==> src/design/wfcol_pkg.sv <==
`timescale 1ns / 1ps
// Shared types, constants and register map of the waveform column renderer.
package wfcol_pkg;

  localparam int DEF_SAMPLE_DEPTH = 4096;
  localparam int SAMPLE_W         = 16;
  localparam int STORE_W          = 2 * SAMPLE_W;
  localparam int COORD_W          = 13;
  localparam int BASE_W           = 28;
  localparam int PROD_W           = 44;
  localparam int PTR_W            = 13;
  localparam int QUEUE_DEPTH      = 4;
  localparam int QPTR_W           = $clog2(QUEUE_DEPTH);
  localparam int EDGE_MARGIN      = 8;
  localparam int Q_HALF           = 16384;
  localparam int Q_SHIFT          = 15;
  localparam int CFG_ADDR_W       = 5;

  localparam logic OP_WRITE = 1'b0;
  localparam logic OP_DRAW  = 1'b1;

  localparam logic [2:0] REG_SPF    = 3'd0;
  localparam logic [2:0] REG_FWIDTH = 3'd1;
  localparam logic [2:0] REG_FIRST  = 3'd2;
  localparam logic [2:0] REG_LEFT   = 3'd3;
  localparam logic [2:0] REG_TOP    = 3'd4;
  localparam logic [2:0] REG_HEIGHT = 3'd5;
  localparam logic [2:0] REG_COUNT  = 3'd6;

  typedef enum logic {
    K_WRITE = 1'b0,
    K_DRAW  = 1'b1
  } kind_t;

  typedef struct packed {
    logic              opcode;
    logic [11:0]       sample_index;
    logic signed [15:0] sample_min;
    logic signed [15:0] sample_max;
    logic [11:0]       column_offset;
  } in_item_t;

  typedef struct packed {
    logic [12:0] column_x;
    logic [12:0] line_top;
    logic [12:0] line_bottom;
  } out_item_t;

  typedef struct packed {
    logic [15:0] samples_per_frame;
    logic [11:0] frame_width;
    logic [15:0] first_frame;
    logic [11:0] area_left;
    logic [11:0] area_top;
    logic [11:0] area_height;
    logic [12:0] sample_count;
  } cfg_t;

  typedef struct packed {
    kind_t                kind;
    logic [11:0]          addr;
    logic signed [15:0]   smin;
    logic signed [15:0]   smax;
    logic [COORD_W-1:0]   column_x;
    logic [BASE_W-1:0]    base;
  } q_entry_t;

endpackage

==> src/design/wfcol_front.sv <==
`timescale 1ns / 1ps
// Front end: takes commands, drops those without effect and forms queue entries.
module wfcol_front import wfcol_pkg::*; #(
  parameter int SAMPLE_DEPTH = DEF_SAMPLE_DEPTH
) (
  input  logic     clk,
  input  logic     rst_n,
  input  logic     start,
  output logic     busy,
  input  in_item_t in_data,
  input  cfg_t     cfg,
  output logic     push,
  output q_entry_t push_data,
  input  logic     full
);

  logic     hold_valid_r, hold_valid_nxt;
  q_entry_t hold_r;
  q_entry_t entry;
  logic     accept;
  logic     keep;
  logic     wr_ok;
  logic     draw_ok;

  assign busy   = hold_valid_r && full;
  assign accept = start && !busy;
  assign push   = hold_valid_r && !full;

  always_comb begin
    wr_ok   = 32'(in_data.sample_index) < 32'(SAMPLE_DEPTH);
    draw_ok = (cfg.samples_per_frame != '0) && (cfg.frame_width != '0) &&
              (cfg.area_height != '0);
    keep    = (in_data.opcode == OP_WRITE) ? wr_ok : draw_ok;

    entry.kind     = (in_data.opcode == OP_WRITE) ? K_WRITE : K_DRAW;
    entry.addr     = in_data.sample_index;
    entry.smin     = in_data.sample_min;
    entry.smax     = in_data.sample_max;
    entry.column_x = COORD_W'(cfg.area_left) + COORD_W'(in_data.column_offset);
    entry.base     = BASE_W'(cfg.first_frame) * BASE_W'(cfg.frame_width) +
                     BASE_W'(in_data.column_offset);

    hold_valid_nxt = hold_valid_r;
    if (accept) begin
      hold_valid_nxt = keep;
    end else if (push) begin
      hold_valid_nxt = 1'b0;
    end
  end

  always_ff @(posedge clk) begin
    if (!rst_n) begin
      hold_valid_r <= 1'b0;
    end else begin
      hold_valid_r <= hold_valid_nxt;
    end
  end

  always_ff @(posedge clk) begin
    if (accept) begin
      hold_r <= entry;
    end
  end

  assign push_data = hold_r;

endmodule

==> config.mk <==
export PLATFORM = sky130hd
export DESIGN_NAME = wfcol_front
export DESIGN_NICKNAME = d
export VERILOG_FILES = /design/src/design/wfcol_pkg.sv /design/src/design/wfcol_front.sv
export SDC_FILE = /design/constraint.sdc
export NUM_CORES = 1
export LEC_CHECK = 0
export BUFFER_PORTS_ARGS = -buffer_cell sky130_fd_sc_hd__buf_2
export CORE_UTILIZATION = 40
export CTS_CLUSTER_DIAMETER = 50
export DETAILED_ROUTE_END_ITERATION = 8
export MAX_ROUTING_LAYER = met4
export PLACE_DENSITY = 0.65
export SLEW_MARGIN = 30
export SYNTH_ARGS = -nofsm -noshare
export SYNTH_HDL_FRONTEND = slang
export SYNTH_SLANG_ARGS = --single-unit
export TNS_END_PERCENT = 10
==> constraint.sdc <==
create_clock -name clk -period 5 [get_ports clk]
set_clock_uncertainty 0.1 [all_clocks]
set_input_delay 0 -clock clk [delete_from_list [all_inputs] [get_ports clk]]
set_output_delay 0 -clock clk [all_outputs]
set_load 0.01 [all_outputs]
# [Word-level counts from Yosys, hierarchy flattened]
# Index checks and enable logic that the tools add are counted.
[classes] n_reduce_logical=11 n_mul=1 muxes=4 n_addsub=2
[ops] operator="adder 28 x 12 -> 28 bit" n=1
[ops] operator="multiplier 16 x 12 -> 28 bit" n=1
[ops] operator="nonzero test 12 bit" n=2
[ops] operator="nonzero test 16 bit" n=1
[ops] operator="adder 12 x 12 -> 13 bit" n=1
[ops] operator="logical AND 1 bit" n=5
[ops] operator="two-way mux 1 bit" n=4
[ops] operator="zero test 1 bit" n=2
[ops] operator="nonzero test 2 bit" n=1
[totals] out_inout_bits=88 in_bits=154 ff_bits=87 wordCells=25

# [Longest topological paths before layout]
[logic_depth] depth_word=5 mapped_depth=20 depth_no_buf=18

# [Worst setup path before layout]
# Ideal clock, no wire load.
[synth_timing] path_kind="input -> register" from="input port cfg[68] in the netlist's numbering" to="register hold_r, in the netlist push_data[27] (data pin)" path_stages=19 n_path_buf=3 setup_slack_ns=0.031 setup_time_ns=0.257 arrival_ns=4.612 required_time_ns=4.643 path_cell_list="clkbuf_1 clkbuf_1 nand2_1 fa_1 inv_1 fa_1 fa_1 fa_1 inv_1 fa_1 inv_1 ha_1 buf_4 and4_4 nand3_4 or3_1 a21o_1 a41oi_1 nand2_1"
[synth_rtl] item="start, declared" line_no="wfcol_front.sv:11" rtl="input cfg_t cfg,"
[synth_rtl] item="end signal, assigned" line_no="wfcol_front.sv:61" rtl="hold_r <= entry;"
[synth_rtl] item="end, declared" line_no="wfcol_front.sv:18" rtl="q_entry_t hold_r;"

==> metrics.md <==
| Metric | Value |
|---|---|
| Initial Util | between 40 and 50% |
| Reg clk slew, reported paths | 0.08 ns |
| Worst Path Max Fanout | 7 |
| Die height | 161 um |
| Slew Limit Fails | 0 |
| Total CTS buffers | 9 |
| #FFs+latches synth | between 80 and 90 |
| Worst rel slew slack | 43.4% |
| Worst Max-Slew Pin Slew | ~0.85 ns |
| Seq/Total Area, Yosys | 25.8% |
| Gate Count Post-Synth | a little under 1000 |
| Final worst slack | 0.313 ns |
| Peak VDD IR | around 0.00063 V |
| Overall power | 7220 uW |
| Via/cell ratio | approximately 4.8 |
| Total clock sinks | 87 |
| First-pass iteration count of the detailed router | 4 |
| Final Util | 51.2% |
| Post-synth top flop | edfxtp_1 |
| Period utilization | a little over nine tenths |
| Period minus WS final | 4.69 ns |
| Final wirelength | 23300 um |
| Post-synth top area cell | fa_1 |
| Standard-cell row count | 57 |
| Port Buffers | between 200 and 250 |
| Fin. Hold Viols | 0 |
| Area Growth Syn to Fin | 24.4% |
| Area post-placement | approximately 12000 um^2 |
| Post-synthesis async set-or-reset flop share | 0% |
| Post-DRT Antenna Nets | 0 |
| Netlist cell types | 49 |
| First-pass GRT wire length | ~40000 um |
| Leakage power | 0.00625 uW |
| Io pins | 242 |
| Peak Freq | 0.213 GHz |
| Max Cap Viol | 0 |
| Largest net degree at the start of global routing | 39 |
| Crit Path Category | input port to flip-flop |
| All-Layer GR Usage | between 20% and 30% |
| Post-synth EDFFs | 86 |
| Status | finished, final reports clean |
| CTS Root Cell | clkbuf_16 |
| Top cell type's share of synthesized area | 30.1% |
| Most area-consuming cells after synthesis | fa_1 (30%), edfxtp_1 (26%), ha_1 (11%) |
| Top-count cell post-synth | inv_1 |
| Horiz. Die Dim | 161 um |
| Power Density | 575 nW/um^2 |
| Share of layout cells above drive strength 1 | roughly 22% |
| Residual DRC | 0 |
| Initial drt markers | 308 |
| Routed length per instance | 14.6 um |
| Unrepaired setup endpoints after global routing | false |
| CTS HTree Levels | 3 |
| Worst Setup End Kind | flip-flop |
| Final HPWL DP | ~19000 um |
| CTS tree | yes |
| CTS max path bufs | 2 |
| Initial antenna violation count | 1 |
| Design Area, Final | 12600 um^2 |
| Hold Path Class | input port to flip-flop |
| Most common library cells after synthesis | inv_1 (218), fa_1 (152), nand2_1 (113) |
| Setup Buffers After CTS | 0 |
| Critical Path AT | 4.69 ns |
| Critical Path RT | roughly 5.0 ns |
| Dpl ws | -0.0271 ns |
| CP startpoint kind | input port |
| Worst-case reg-to-reg path depth | 3 |
| Aggregate global routing overflow | 0 |
| Cell area after synthesis | 10100 um^2 |
| Avg Inst Size Synth | 10.2 um^2 |
| Nets | 1667 |
| GPL Wtd Cong | 0.866 |
| Vias after detailed routing | approximately 7700 |
| Vias in the first global route | approximately 8500 |
| Final setup fails | 0 |
| WHS Path Cells | 3 |
| Synth warn | 0 |
| Die area | 25900 um^2 |
| Post-Syn Nets | ~1400 |
| Core ar. | 24500 um^2 |
| Worst-Skew Late Latency | 0.34 ns |
## routing by layer
layer | routed length [um] | up-vias | track usage, % | share of wire [%]
met1 | 9250 | 3782 | 22.3 | 40
li1 | - | 3675 | - | -
met2 | 12000 | 233 | 35.9 | 51
met3 | 1340 | 50 | 3.54 | 5.7
met5 | 0 | - | - | 0
met4 | 742 | 0 | 7.38 | 3.2
## report_power, final
part | internal, uW | total (uW) | switching [uW] | leakage [uW]
Clock | 354 | 679 | 325 | 0.000144
Sequential | 1200 | 1240 | 33.8 | 0.000841
Combinational | 2430 | 5310 | 2880 | 0.00526
## what timing repair did
| action | CTS | global route |
|---|---|---|
| hold buffers | 51 | 0 |
| resized for setup | 0 | 0 |
| hold endpoints to repair | 49 | 0 |
## registers in the layout (all words and copies together) (netlist names)
register	count
push_data	86
hold_valid_r	1
## cell type report
type | count | area, um^2
clock buffer | 9 | 225
sequential | 87 | 2600
fill | 2298 | 12000
timing repair buffer | 313 | 1940
inverter | 218 | 818
clock inverter | 7 | 75.1
multi-input combinational | 643 | 6490
antenna | 1 | 2.50
tap | 324 | 405
## critical path: stages
cell and delay [ns]:
buf_2 0.14, and2_1 0.18, fa_1 0.54, inv_1 0.05
fa_1 0.47, inv_1 0.05, fa_1 0.51, fa_1 0.55
inv_1 0.05, fa_1 0.47, inv_1 0.04, ha_1 0.29
buf_4 0.16, a21o_1 0.16, o311ai_1 0.27, buf_4 0.19
a21oi_1 0.11, a211oi_1 0.36, xnor2_1 0.10
## worst paths after layout
check | startpoint | endpoint | slack (ns)
setup / recovery | cfg[65] | push_data[26]$_DFFE_PP_ | 0.31
hold / removal | cfg[39] | push_data[30]$_DFFE_PP_ | 0.02
setup reg to reg | hold_valid_r$_SDFFE_PN0P_ | push_data[34]$_DFFE_PP_ | 2.78
hold reg to reg | hold_valid_r$_SDFFE_PN0P_ | push_data[46]$_DFFE_PP_ | 0.80
## placed cells by master, fill, tap and decap left out, types with 3 or more instances in the layout
cell           netlist  final
nand3_1              8      8
and3_1               3      3
nor4_1              11     11
clkbuf_16            0      9
o211ai_1             6      6
a211oi_1             4      4
a31oi_1              4      4
nand2_1            113    113
nand4_1              4      4
buf_2                0    216
o21ai_0             10     10
nor2b_1              5      4
xnor2_1             21     21
buf_4                2     46
edfxtp_1            86     86
o21bai_1             5      5
fa_1               152    152
a21o_1              15     15
nor3_1               9      9
inv_8                0      3
and2_1             105    105
dlygate4sd3_1        0     51
inv_1              218    218
ha_1                89     89
nor2_1               8      8
or3_1                4      4
xor2_1              11     11
a21oi_1             29     29
## through the flow
stage                     std cells  TNS (ns)  hold slack (ns)
after floorplan                 987         0          -0.0536
after global placement         1534         0           0.0763
after detailed placement       1534   -0.0607           0.0781
after CTS                      1601         0          0.00437
after global routing           1602         0           0.0289
final                          1602         0           0.0223
## logic make-up (layout without fill, tap and decap cells)
| group | Yosys count | in the layout | share of synthesized area, % |
|---|---|---|---|
| and+or+nand+nor | 276 | 276 | 14.1 |
| buffers and inverters | 257 | 547 | 9.95 |
| adders and majority gates | 241 | 241 | 41.2 |
| AOI/OAI and AO/OA | 93 | 93 | 6.12 |
| DFF | 87 | 87 | 25.8 |
| xor gates and xnor gates | 32 | 32 | 2.78 |
| muxes | 1 | 1 | 0.0992 |
| other | 0 | 1 | 0 |
No activity file was read; power rests on OpenSTA's default activity.
