[src/design/wfcol_pkg.sv]
`timescale 1ns / 1ps
// Shared types, constants and register map of the waveform column renderer.
package wfcol_pkg;

  localparam int DEF_SAMPLE_DEPTH = 4096;
  localparam int SAMPLE_W         = 16;
  localparam int STORE_W          = 2 * SAMPLE_W;
  localparam int COORD_W          = 13;
  localparam int BASE_W           = 28;
  localparam int PROD_W           = 44;
  localparam int PTR_W            = 13;
  localparam int QUEUE_DEPTH      = 4;
  localparam int QPTR_W           = $clog2(QUEUE_DEPTH);
  localparam int EDGE_MARGIN      = 8;
  localparam int Q_HALF           = 16384;
  localparam int Q_SHIFT          = 15;
  localparam int CFG_ADDR_W       = 5;

  localparam logic OP_WRITE = 1'b0;
  localparam logic OP_DRAW  = 1'b1;

  localparam logic [2:0] REG_SPF    = 3'd0;
  localparam logic [2:0] REG_FWIDTH = 3'd1;
  localparam logic [2:0] REG_FIRST  = 3'd2;
  localparam logic [2:0] REG_LEFT   = 3'd3;
  localparam logic [2:0] REG_TOP    = 3'd4;
  localparam logic [2:0] REG_HEIGHT = 3'd5;
  localparam logic [2:0] REG_COUNT  = 3'd6;

  typedef enum logic {
    K_WRITE = 1'b0,
    K_DRAW  = 1'b1
  } kind_t;

  typedef struct packed {
    logic              opcode;
    logic [11:0]       sample_index;
    logic signed [15:0] sample_min;
    logic signed [15:0] sample_max;
    logic [11:0]       column_offset;
  } in_item_t;

  typedef struct packed {
    logic [12:0] column_x;
    logic [12:0] line_top;
    logic [12:0] line_bottom;
  } out_item_t;

  typedef struct packed {
    logic [15:0] samples_per_frame;
    logic [11:0] frame_width;
    logic [15:0] first_frame;
    logic [11:0] area_left;
    logic [11:0] area_top;
    logic [11:0] area_height;
    logic [12:0] sample_count;
  } cfg_t;

  typedef struct packed {
    kind_t                kind;
    logic [11:0]          addr;
    logic signed [15:0]   smin;
    logic signed [15:0]   smax;
    logic [COORD_W-1:0]   column_x;
    logic [BASE_W-1:0]    base;
  } q_entry_t;

endpackage

[src/design/wfcol_queue.sv]
`timescale 1ns / 1ps
// Short first-in first-out queue between the front end and the back end.
module wfcol_queue import wfcol_pkg::*; (
  input  logic     clk,
  input  logic     rst_n,
  input  logic     push,
  input  q_entry_t push_data,
  output logic     full,
  input  logic     pop,
  output q_entry_t head,
  output logic     empty
);

  q_entry_t            entries_r [QUEUE_DEPTH];
  logic [QPTR_W-1:0]   wr_ptr_r, wr_ptr_nxt;
  logic [QPTR_W-1:0]   rd_ptr_r, rd_ptr_nxt;
  logic [QPTR_W:0]     cnt_r, cnt_nxt;

  assign full  = (cnt_r == (QPTR_W + 1)'(QUEUE_DEPTH));
  assign empty = (cnt_r == '0);
  assign head  = entries_r[rd_ptr_r];

  always_comb begin
    wr_ptr_nxt = push ? wr_ptr_r + 1'b1 : wr_ptr_r;
    rd_ptr_nxt = pop ? rd_ptr_r + 1'b1 : rd_ptr_r;
    cnt_nxt    = cnt_r;
    if (push && !pop) begin
      cnt_nxt = cnt_r + 1'b1;
    end else if (pop && !push) begin
      cnt_nxt = cnt_r - 1'b1;
    end
  end

  always_ff @(posedge clk) begin
    if (!rst_n) begin
      wr_ptr_r <= '0;
      rd_ptr_r <= '0;
      cnt_r    <= '0;
    end else begin
      wr_ptr_r <= wr_ptr_nxt;
      rd_ptr_r <= rd_ptr_nxt;
      cnt_r    <= cnt_nxt;
    end
  end

  always_ff @(posedge clk) begin
    if (push) begin
      entries_r[wr_ptr_r] <= push_data;
    end
  end

endmodule

[config.mk]
export PLATFORM = sky130hd
export DESIGN_NAME = wfcol_queue
export DESIGN_NICKNAME = d
export VERILOG_FILES = /design/src/design/wfcol_pkg.sv /design/src/design/wfcol_queue.sv
export SDC_FILE = /design/constraint.sdc
export NUM_CORES = 1
export LEC_CHECK = 0
export BUFFER_PORTS_ARGS = -buffer_cell sky130_fd_sc_hd__buf_2
export CAP_MARGIN = 0
export CELL_PAD_IN_SITES_DETAIL_PLACEMENT = 1
export CELL_PAD_IN_SITES_GLOBAL_PLACEMENT = 2
export CORE_ASPECT_RATIO = 2
export CORE_MARGIN = 4
export CORE_UTILIZATION = 40
export DETAILED_ROUTE_END_ITERATION = 10
export PLACE_DENSITY = 0.74
export SLEW_MARGIN = 40
export SYNTH_ARGS = -nofsm -noshare
export SYNTH_HDL_FRONTEND = slang
export SYNTH_SLANG_ARGS = --single-unit
[constraint.sdc]
create_clock -name clk -period 3.48 [get_ports clk]
set_clock_uncertainty 0.2 [all_clocks]
set_input_delay 0.522 -clock clk [delete_from_list [all_inputs] [get_ports clk]]
set_output_delay 0.522 -clock clk [all_outputs]
set_load 0.03 [all_outputs]
# [Yosys cells after proc, flatten, opt, wreduce, memory -nomap -nowiden]
# Memory sizes are Yosys's and may differ from the RTL's. A register that Yosys moved wholly into a read port is not among the register bits.
# Index checks and enable logic that the tools add are counted.
# W data, S select, Z words.
[totals] regBits=7 ramBits=344 inputBits=90 output_inout_bits=88 elab_cells=21 memories=1
[classes] n_addsub=4 n_eq_ne=1 muxes=6 n_reduce_logical=6
[memory_table] name="entries_r" depth=4 width=86 read_ports=1 rd_ports_with_merged_regs=1 write_ports=1 line="wfcol_queue.sv:14" rtl="q_entry_t entries_r [QUEUE_DEPTH];"
[op_table] operator="$mux W3" count=2
[op_table] operator="$add A2 B1 Y2 const B" count=2
[op_table] operator="$mux W2" count=2
[op_table] operator="$add A3 B1 Y3 const B" count=1
[op_table] operator="$eq A3 B3 Y1 const B" count=1
[op_table] operator="$logic_not A3 Y1" count=1
[op_table] operator="$sub A3 B1 Y3 const B" count=1
[op_table] operator="$logic_and A1 B1 Y1" count=2
[op_table] operator="$logic_not A1 Y1" count=2
[op_table] operator="$mux W1" count=2
[op_table] operator="$reduce_bool A2 Y1" count=1

# [Longest topological paths before layout]
# Gate-level depths: netlist (run 1).
[logic_depth] ltp_word=4 depth_mapped=7

# [Least setup slack after synthesis (run 1)]
# Ideal clock, no wire load.
[synth_path] kind="reg-to-reg" startpoint="register wr_ptr_r[0]" endpoint="memory entries_r[0][0] (netlist name) (enable)" setup_time_ps=454 arrival_time_ps=2539 required_time_ps=2826 path_slack_ps=288 stages_incl_launch_ff=4 n_path_buf=0 period_less_slack_ps=3192 cell_sequence="dfxtp_1 inv_1 ha_1 and2_1"
[synth_rtl] element="start: declaration" line="wfcol_queue.sv:15" rtl="logic [QPTR_W-1:0] wr_ptr_r, wr_ptr_nxt;"
[synth_rtl] element="start signal: assignment" line="wfcol_queue.sv:40" rtl="wr_ptr_r <= wr_ptr_nxt;"
[synth_rtl] element="end: declaration" line="wfcol_queue.sv:14"
# Straight into the memory's write port.

==> summary.md, run 1 <==
| Metric | Value |
|---|---|
| Largest net degree at the start of global routing | `87` |
| Die W | `134.9 µm` |
| Setup crit end kind | `output pin` |
| Initial core utilization | `0.4072` |
| Vias in the first global route | `6,922` |
| Post-synthesis sequential area ratio | `0.8155` |
| DR vias | `6,015` |
| Final Util | `0.5097` |
| Setup Buffers After CTS | `0` |
| Worst VDD drop | `0.3708 mV` |
| Final net count | `867` |
| Avg WL per Cell | `22.59 µm` |
| First-pass GRT wire length | `42.07 mm` |
| Reg clk slew, reported paths | `0.07 ns` |
| Area Overhead vs Synth | `25.19%` |
| Critical path's slowest cell | `dfxtp_4` |
| Clk Latency, worst-skew pair | `0.55 ns` |
| Die Ht | `261.9 µm` |
| Hold buffers post-CTS | `76` |
| CP Class | `flip-flop to output pin` |
| CTS root buf | `clkbuf_16` |
| Antenna Cells | `0` |
| Final Hold Fails | `0` |
| FILL cells | `2,823` |
| Static Leak | `5.452 nW` |
| DRC viols | `0` |
| Reg-to-reg endpoint | `entries_r[0][4]` |
| Port Buffers | `177` |
| Multi-input gate area | `2197 µm²` |
| Reg area | `10,520 µm²` |
| Cell internal pwr | `7.441 mW` |
| Gp weighted congestion | `0.7093` |
| Worst slew pin tran | `0.6217 ns` |
| Ys Warns | `0` |
| Crit Reg-Reg Startpoint | `wr_ptr_r[0]` |
| RSZ-0062 raised after global routing | `false` |
| IO Pins | `178` |
| Hold Crit Class | `input pin to flip-flop` |
| Core ar. | `31,660 µm²` |
| H-tree depth | `1` |
| Slowest stage delay, CP | `0.61 ns` |
| Worst Path Required | `2.76 ns` |
| Setup violations, final | `0` |
| CP startpoint kind | `flip-flop` |
| Post-route minimum period | `3.001 ns` |
| Crit Path Max Fanout | `28` |
| Total GRT Usage | `0.1584` |
| Clock Path Buffers | `3` |
| Vias per Instance | `4.938` |
| Most common cell after layout, fill and taps aside | `edfxtp_1` |
| Flop2flop setup slack | `1.37 ns` |
| Library cells used by synthesis | `21` |
| Switch share | `0.2327` |
| Largest delay share family, worst path | `flip-flops` |
| GRT overflow | `0` |
| CTS Sinks | `353` |
| Post-synth top area share | `0.8015` |
| CTS Buf Count | `30` |
| CTS tree | `done` |
| FP Rows | `92` |
| Initial DRC count | `382` |
| Layout cell share with drive strength beyond 1 | `0.4088` |
| Post-synthesis net count | `589` |
| Yosys top cell by area | `edfxtp_1` |
| Number of cells on the critical path | `3` |
| Reg power frac | `0.511` |
| Setup TNS | `0 ns` |
| Max-slew headroom | `0.5856` |
| WP buf/inv | `2` |
| Gate power share | `0.127` |
| Total routed wirelength | `27.52 mm` |
| Critical path, cell by cell | `buf_12 -> mux4_2 -> buf_2` |
| Cell Area, Synth | `12,890 µm²` |
| Status | `completed` |
| R2R cell count | `4` |
| First-pass iteration count of the detailed router | `4` |
| Mean Syn Cell Area | `26.14 µm²` |
| Die area | `35,330 µm²` |
| Antenna-violating nets left | `0` |
| Top cells by area, synth | `edfxtp_1, mux4_2, dfxtp_1, buf_12, ha_1` |
| Cell Pwr Density | `601.0 nW/µm²` |
| Part of the power in the clock network | `0.362` |
| Antenna violations before repair | `0` |
| Peak Freq | `0.3332 GHz` |
| Arr. time, crit path | `2.28 ns` |
| Critical Path End | `head[22]` |
| Post-CTS Resized | `0` |
| Post-synthesis register bit count | `353` |
| HPWL Detailed | `17.46 mm` |
| Max-cap viol count | `0` |
| Sw power | `2.257 mW` |
| Slew Viols, Final | `0` |
| Final period utilization | `0.8624` |
| Commonest non-fill, non-tap cells in the layout | `edfxtp_1, buf_2, mux4_2` |
| Synth Instances | `493` |
logic make-up after synthesis:
kind of cell,count (synthesis),share of synthesized area
flops,353,0.8155
mux,88,0.1518
buf+inv,24,0.01485
simple gates,15,0.007086
fa+ha+maj,6,0.006407
xor+xnor,5,0.003398
compound gates,2,0.0009706
layout make-up:
| type | count | area share |
|---|---|---|
| flip-flops and latches | 353 | 0.6518 |
| multi-input cells | 116 | 0.1362 |
| repair buffers | 266 | 0.1137 |
| clock buffers | 40 | 0.05017 |
| well taps | 423 | 0.03280 |
| clock inverters | 16 | 0.01442 |
| inverters | 4 | 0.0009305 |
cell usage after synthesis:
cell and instances:
dfxtp_1 9, nor3b_1 1, xor2_1 3, a21boi_0 1, o21ai_0 1, buf_2 10
or3_1 1, fa_1 1, nor3_1 1, buf_6 1, edfxtp_1 344, xnor2_1 2
and2_1 9, nand2_1 1, inv_1 4, clkbuf_1 4, mux4_2 86, ha_1 5
buf_12 5, mux2i_1 2, nor2b_1 2
layer usage:
metal | global-route usage | share of wire | up-vias
met5 | 0 | 0 | -
met4 | 0.05409 | 0.026 | 0
met3 | 0.02605 | 0.040 | 35
met2 | 0.3060 | 0.58 | 145
met1 | 0.1736 | 0.35 | 3175
li1 | - | - | 2660
power groups by stage:
stage               Sequential [mW]  Clock (mW)  Combinational, mW
floorplan                      5.02           0              0.807
global placement               5.04           0               1.16
detailed placement             5.06           0               1.18
CTS                            4.96        3.61               1.26
global route                   4.97        3.82               1.30
finish                         4.96        3.51               1.23
registers in the layout, indices dropped and copies added, names as in the netlist, named ones only:
register and cells:
wr_ptr_r 2, entries_r 344, cnt_r 3, rd_ptr_r 2
stage by stage:
| step | cells | area, µm² | setup slack [ns] | hold slack, ns | total power, mW |
|---|---|---|---|---|---|
| after global placement | 1085 | 14320 | 0.9696 | 0.2814 | 6.199 |
| after floorplan | 493 | 12890 | 0.2877 | 0.2724 | 5.826 |
| after detailed placement | 1085 | 14320 | 0.9699 | 0.3550 | 6.240 |
| after CTS | 1217 | 16130 | 0.3604 | 0.0008393 | 9.831 |
| after global routing | 1218 | 16140 | 0.3098 | 0.002332 | 10.10 |
| final | 1218 | 16140 | 0.4787 | 0.01927 | 9.698 |
worst min-delay path by stage:
| stage | to | depth (start not counted) | start | slack [ns] |
|---|---|---|---|---|
| after global routing | entries_r[2][23] | 1 | push_data[23] | 0.002 |
| after global placement | cnt_r[2] | 2 | cnt_r[2] | 0.28 |
| after detailed placement | wr_ptr_r[1] | 2 | wr_ptr_r[1] | 0.35 |
| final | entries_r[1][23] | 1 | push_data[23] | 0.02 |
| after CTS | entries_r[0][42] | 1 | push_data[42] | 0.0008 |
| after floorplan | cnt_r[2] | 2 | cnt_r[2] | 0.27 |
Power figures use the tool's default switching activity.
==> run 2, diff against run 1 <==
--- a/config.mk
+++ b/config.mk
@@ -14,6 +14,7 @@
 export CORE_UTILIZATION = 40
 export DETAILED_ROUTE_END_ITERATION = 10
 export PLACE_DENSITY = 0.74
+export RECOVER_POWER = 50
 export SLEW_MARGIN = 40
 export SYNTH_ARGS = -nofsm -noshare
 export SYNTH_HDL_FRONTEND = slang
==> run 2 against run 1 <==
Net effect:
- worst hold slack gained 0.078 ns
- the flow now finishes with violations (max-capacitance violations, max-slew violations)
- fmax down 3.0%
- clock-buffer cell count stayed put
==> summary.md, run 2 (same netlist as run 1, synthesis figures left out) <==
| Metric | Value |
|---|---|
| Status | `complete, but fails checks` |
| Failing checks | `max-capacitance violations, max-slew violations` |
| Cell internal pwr | `7.428 mW (-0.18%)` |
| Total GRT Usage | `0.1584 (unchanged)` |
| Clk Latency, worst-skew pair | `0.55 ns (about the same)` |
| Sw power | `2.254 mW (-0.12%)` |
| IO Pins | `178 (unchanged)` |
| Antenna violations before repair | `0 (unchanged)` |
| Largest registers | `entries_r (344), cnt_r (3)` |
| Avg WL per Cell | `22.54 µm (-0.23%)` |
| Port Buffers | `177 (unchanged)` |
| Reg power frac | `0.512 (about the same)` |
| Max reg flops | `344 (unchanged)` |
| Setup crit end kind | `flip-flop` |
| Setup Buffers After CTS | `0 (unchanged)` |
| Post-route minimum period | `3.095 ns (+0.09397 ns)` |
| Clock Path Buffers | `3 (unchanged)` |
| Gp weighted congestion | `0.7093 (unchanged)` |
| Reg clk slew, reported paths | `0.06 ns (about the same)` |
| Hold Crit Class | `input pin to flip-flop` |
| Vias in the first global route | `6,922 (unchanged)` |
| FP Rows | `92 (unchanged)` |
| Gate power share | `0.125 (-0.002)` |
| Vias per Instance | `4.935 (about the same)` |
| Max-cap viol count | `2 (+2)` |
| Layout cell share with drive strength beyond 1 | `0.2969 (-0.1119)` |
| CTS tree | `done` |
| Largest delay share family, worst path | `simple AND/OR/NAND/NOR gates` |
| Commonest non-fill, non-tap cells in the layout | `edfxtp_1, clkbuf_1, buf_2` |
| GRT overflow | `0 (unchanged)` |
| Final net count | `867 (unchanged)` |
| Worst slew pin tran | `2.030 ns (+1.408 ns)` |
| Initial DRC count | `342 (-10%)` |
| RSZ-0062 raised after global routing | `false` |
| Initial core utilization | `0.4072 (unchanged)` |
| Setup violations, final | `0 (unchanged)` |
| H-tree depth | `1 (unchanged)` |
| Hold Slack | `0.09750 ns (+0.07822 ns)` |
| Slowest stage delay, CP | `1.49 ns (+0.88 ns)` |
| Setup TNS | `0 ns (unchanged)` |
| Top reg by flops | `entries_r` |
| FILL cells | `2,858 (+1.2%)` |
| Die W | `134.9 µm (unchanged)` |
| Max-slew headroom | `-0.3533 (-0.9388)` |
| Part of the power in the clock network | `0.362 (about the same)` |
| Die Ht | `261.9 µm (unchanged)` |
| Cell Count, Final, Fillers Out | `1,218 (unchanged)` |
| Peak Freq | `0.3231 GHz (-3.0%)` |
| Switch share | `0.2328 (about the same)` |
| Slew Viols, Final | `68 (+68)` |
| Area Overhead vs Synth | `24.21%` |
| DRC viols | `0 (unchanged)` |
| First-pass iteration count of the detailed router | `4 (unchanged)` |
| Final Hold Fails | `0 (unchanged)` |
| Worst Path Required | `3.49 ns (+0.73 ns)` |
| Crit Path Max Fanout | `50 (+79%)` |
| Die area | `35,330 µm² (unchanged)` |
| Cell Pwr Density | `604.8 nW/µm² (+0.62%)` |
| First-pass GRT wire length | `42.07 mm (unchanged)` |
| CP Class | `flip-flop to flip-flop` |
| Antenna Cells | `0 (unchanged)` |
| Most common cell after layout, fill and taps aside | `edfxtp_1` |
| Largest net degree at the start of global routing | `87 (unchanged)` |
| Arr. time, crit path | `3.11 ns (+0.83 ns)` |
| CTS Buf Count | `30 (unchanged)` |
| CTS Sinks | `353 (unchanged)` |
| DR vias | `6,011 (-0.067%)` |
| HPWL Detailed | `17.46 mm (unchanged)` |
| CTS root buf | `clkbuf_16` |
| Critical path, cell by cell | `inv_1 -> ha_1 -> and2_1 -> buf_12` |
| Placed insts | `1,085 (unchanged)` |
| Final period utilization | `0.8894 (+0.02700)` |
| Critical path's slowest cell | `and2_1` |
| Post-CTS Resized | `0 (unchanged)` |
| Core ar. | `31,660 µm² (unchanged)` |
| Static Leak | `5.202 nW (-4.6%)` |
| CP startpoint kind | `flip-flop` |
| Antenna-violating nets left | `0 (unchanged)` |
| Worst VDD drop | `0.3716 mV (+0.20%)` |
| Total routed wirelength | `27.46 mm (-0.23%)` |
| WP buf/inv | `2 (unchanged)` |
==> run 2: layout make-up <==
class | count | area [µm²] | area share
inverters | 4 | 15.01 | 0.0009379
repair buffers | 266 | 1713 | 0.1070
flip-flops and latches | 353 | 10520 | 0.6570
multi-input cells | 116 | 2192 | 0.1369
clock inverters | 16 | 232.7 | 0.01454
clock buffers | 40 | 809.5 | 0.05057
well taps | 423 | 529.3 | 0.03306
==> run 2: per-layer routing <==
| metal | global-route usage | share of wire |
|---|---|---|
| met5 | 0 | 0 |
| met4 | 0.05409 | 0.027 |
| met3 | 0.02605 | 0.041 |
| met2 | 0.3060 | 0.58 |
| met1 | 0.1736 | 0.35 |
==> run 2: power by group through the flow <==
stage	sequential, mW	combinational, mW	clock, mW
2_1_floorplan	5.02	0.807	0
3_3_place_gp	5.04	1.16	0
3_5_place_dp	5.06	1.18	0
4_1_cts	4.96	1.26	3.61
5_1_grt	4.98	1.29	3.82
6_report	4.96	1.21	3.51
==> run 2: per-stage QoR <==
step	util	cell area [µm²]	power (mW)	setup WS, ns
3_3_place_gp	0.4525	14320	6.199	0.9696
3_5_place_dp	0.4525	14320	6.240	0.9699
2_1_floorplan	-	12890	5.826	0.2877
4_1_cts	0.5094	16130	9.831	0.3604
5_1_grt	0.5057	16010	10.09	0.1717
6_report	0.5057	16010	9.682	0.3847
==> run 2: path summary, 6_finish.rpt <==
kind	from	to	slack, ns	cells past startpoint
worst max register to register	wr_ptr_r[0]	entries_r[0][4]	0.38	4
worst min register to register	wr_ptr_r[1]	wr_ptr_r[1]	0.38	2
worst max-delay path	wr_ptr_r[0]	entries_r[0][4]	0.38	4
worst min-delay path	push_data[23]	entries_r[1][23]	0.1	1
==> run 2: timing repair <==
action / in CTS / in global routing
endpoints found under the setup margin: 0 / 0
hold endpoints to repair: 302 / 4
hold buffers: 76 / 1
==> run 2: worst reg2reg max path, stage by stage, from the launching register on <==
cell,delay [ns]
dfxtp_1,0.35
inv_1,0.10
ha_1,0.14
and2_1,1.49
buf_12,0.43
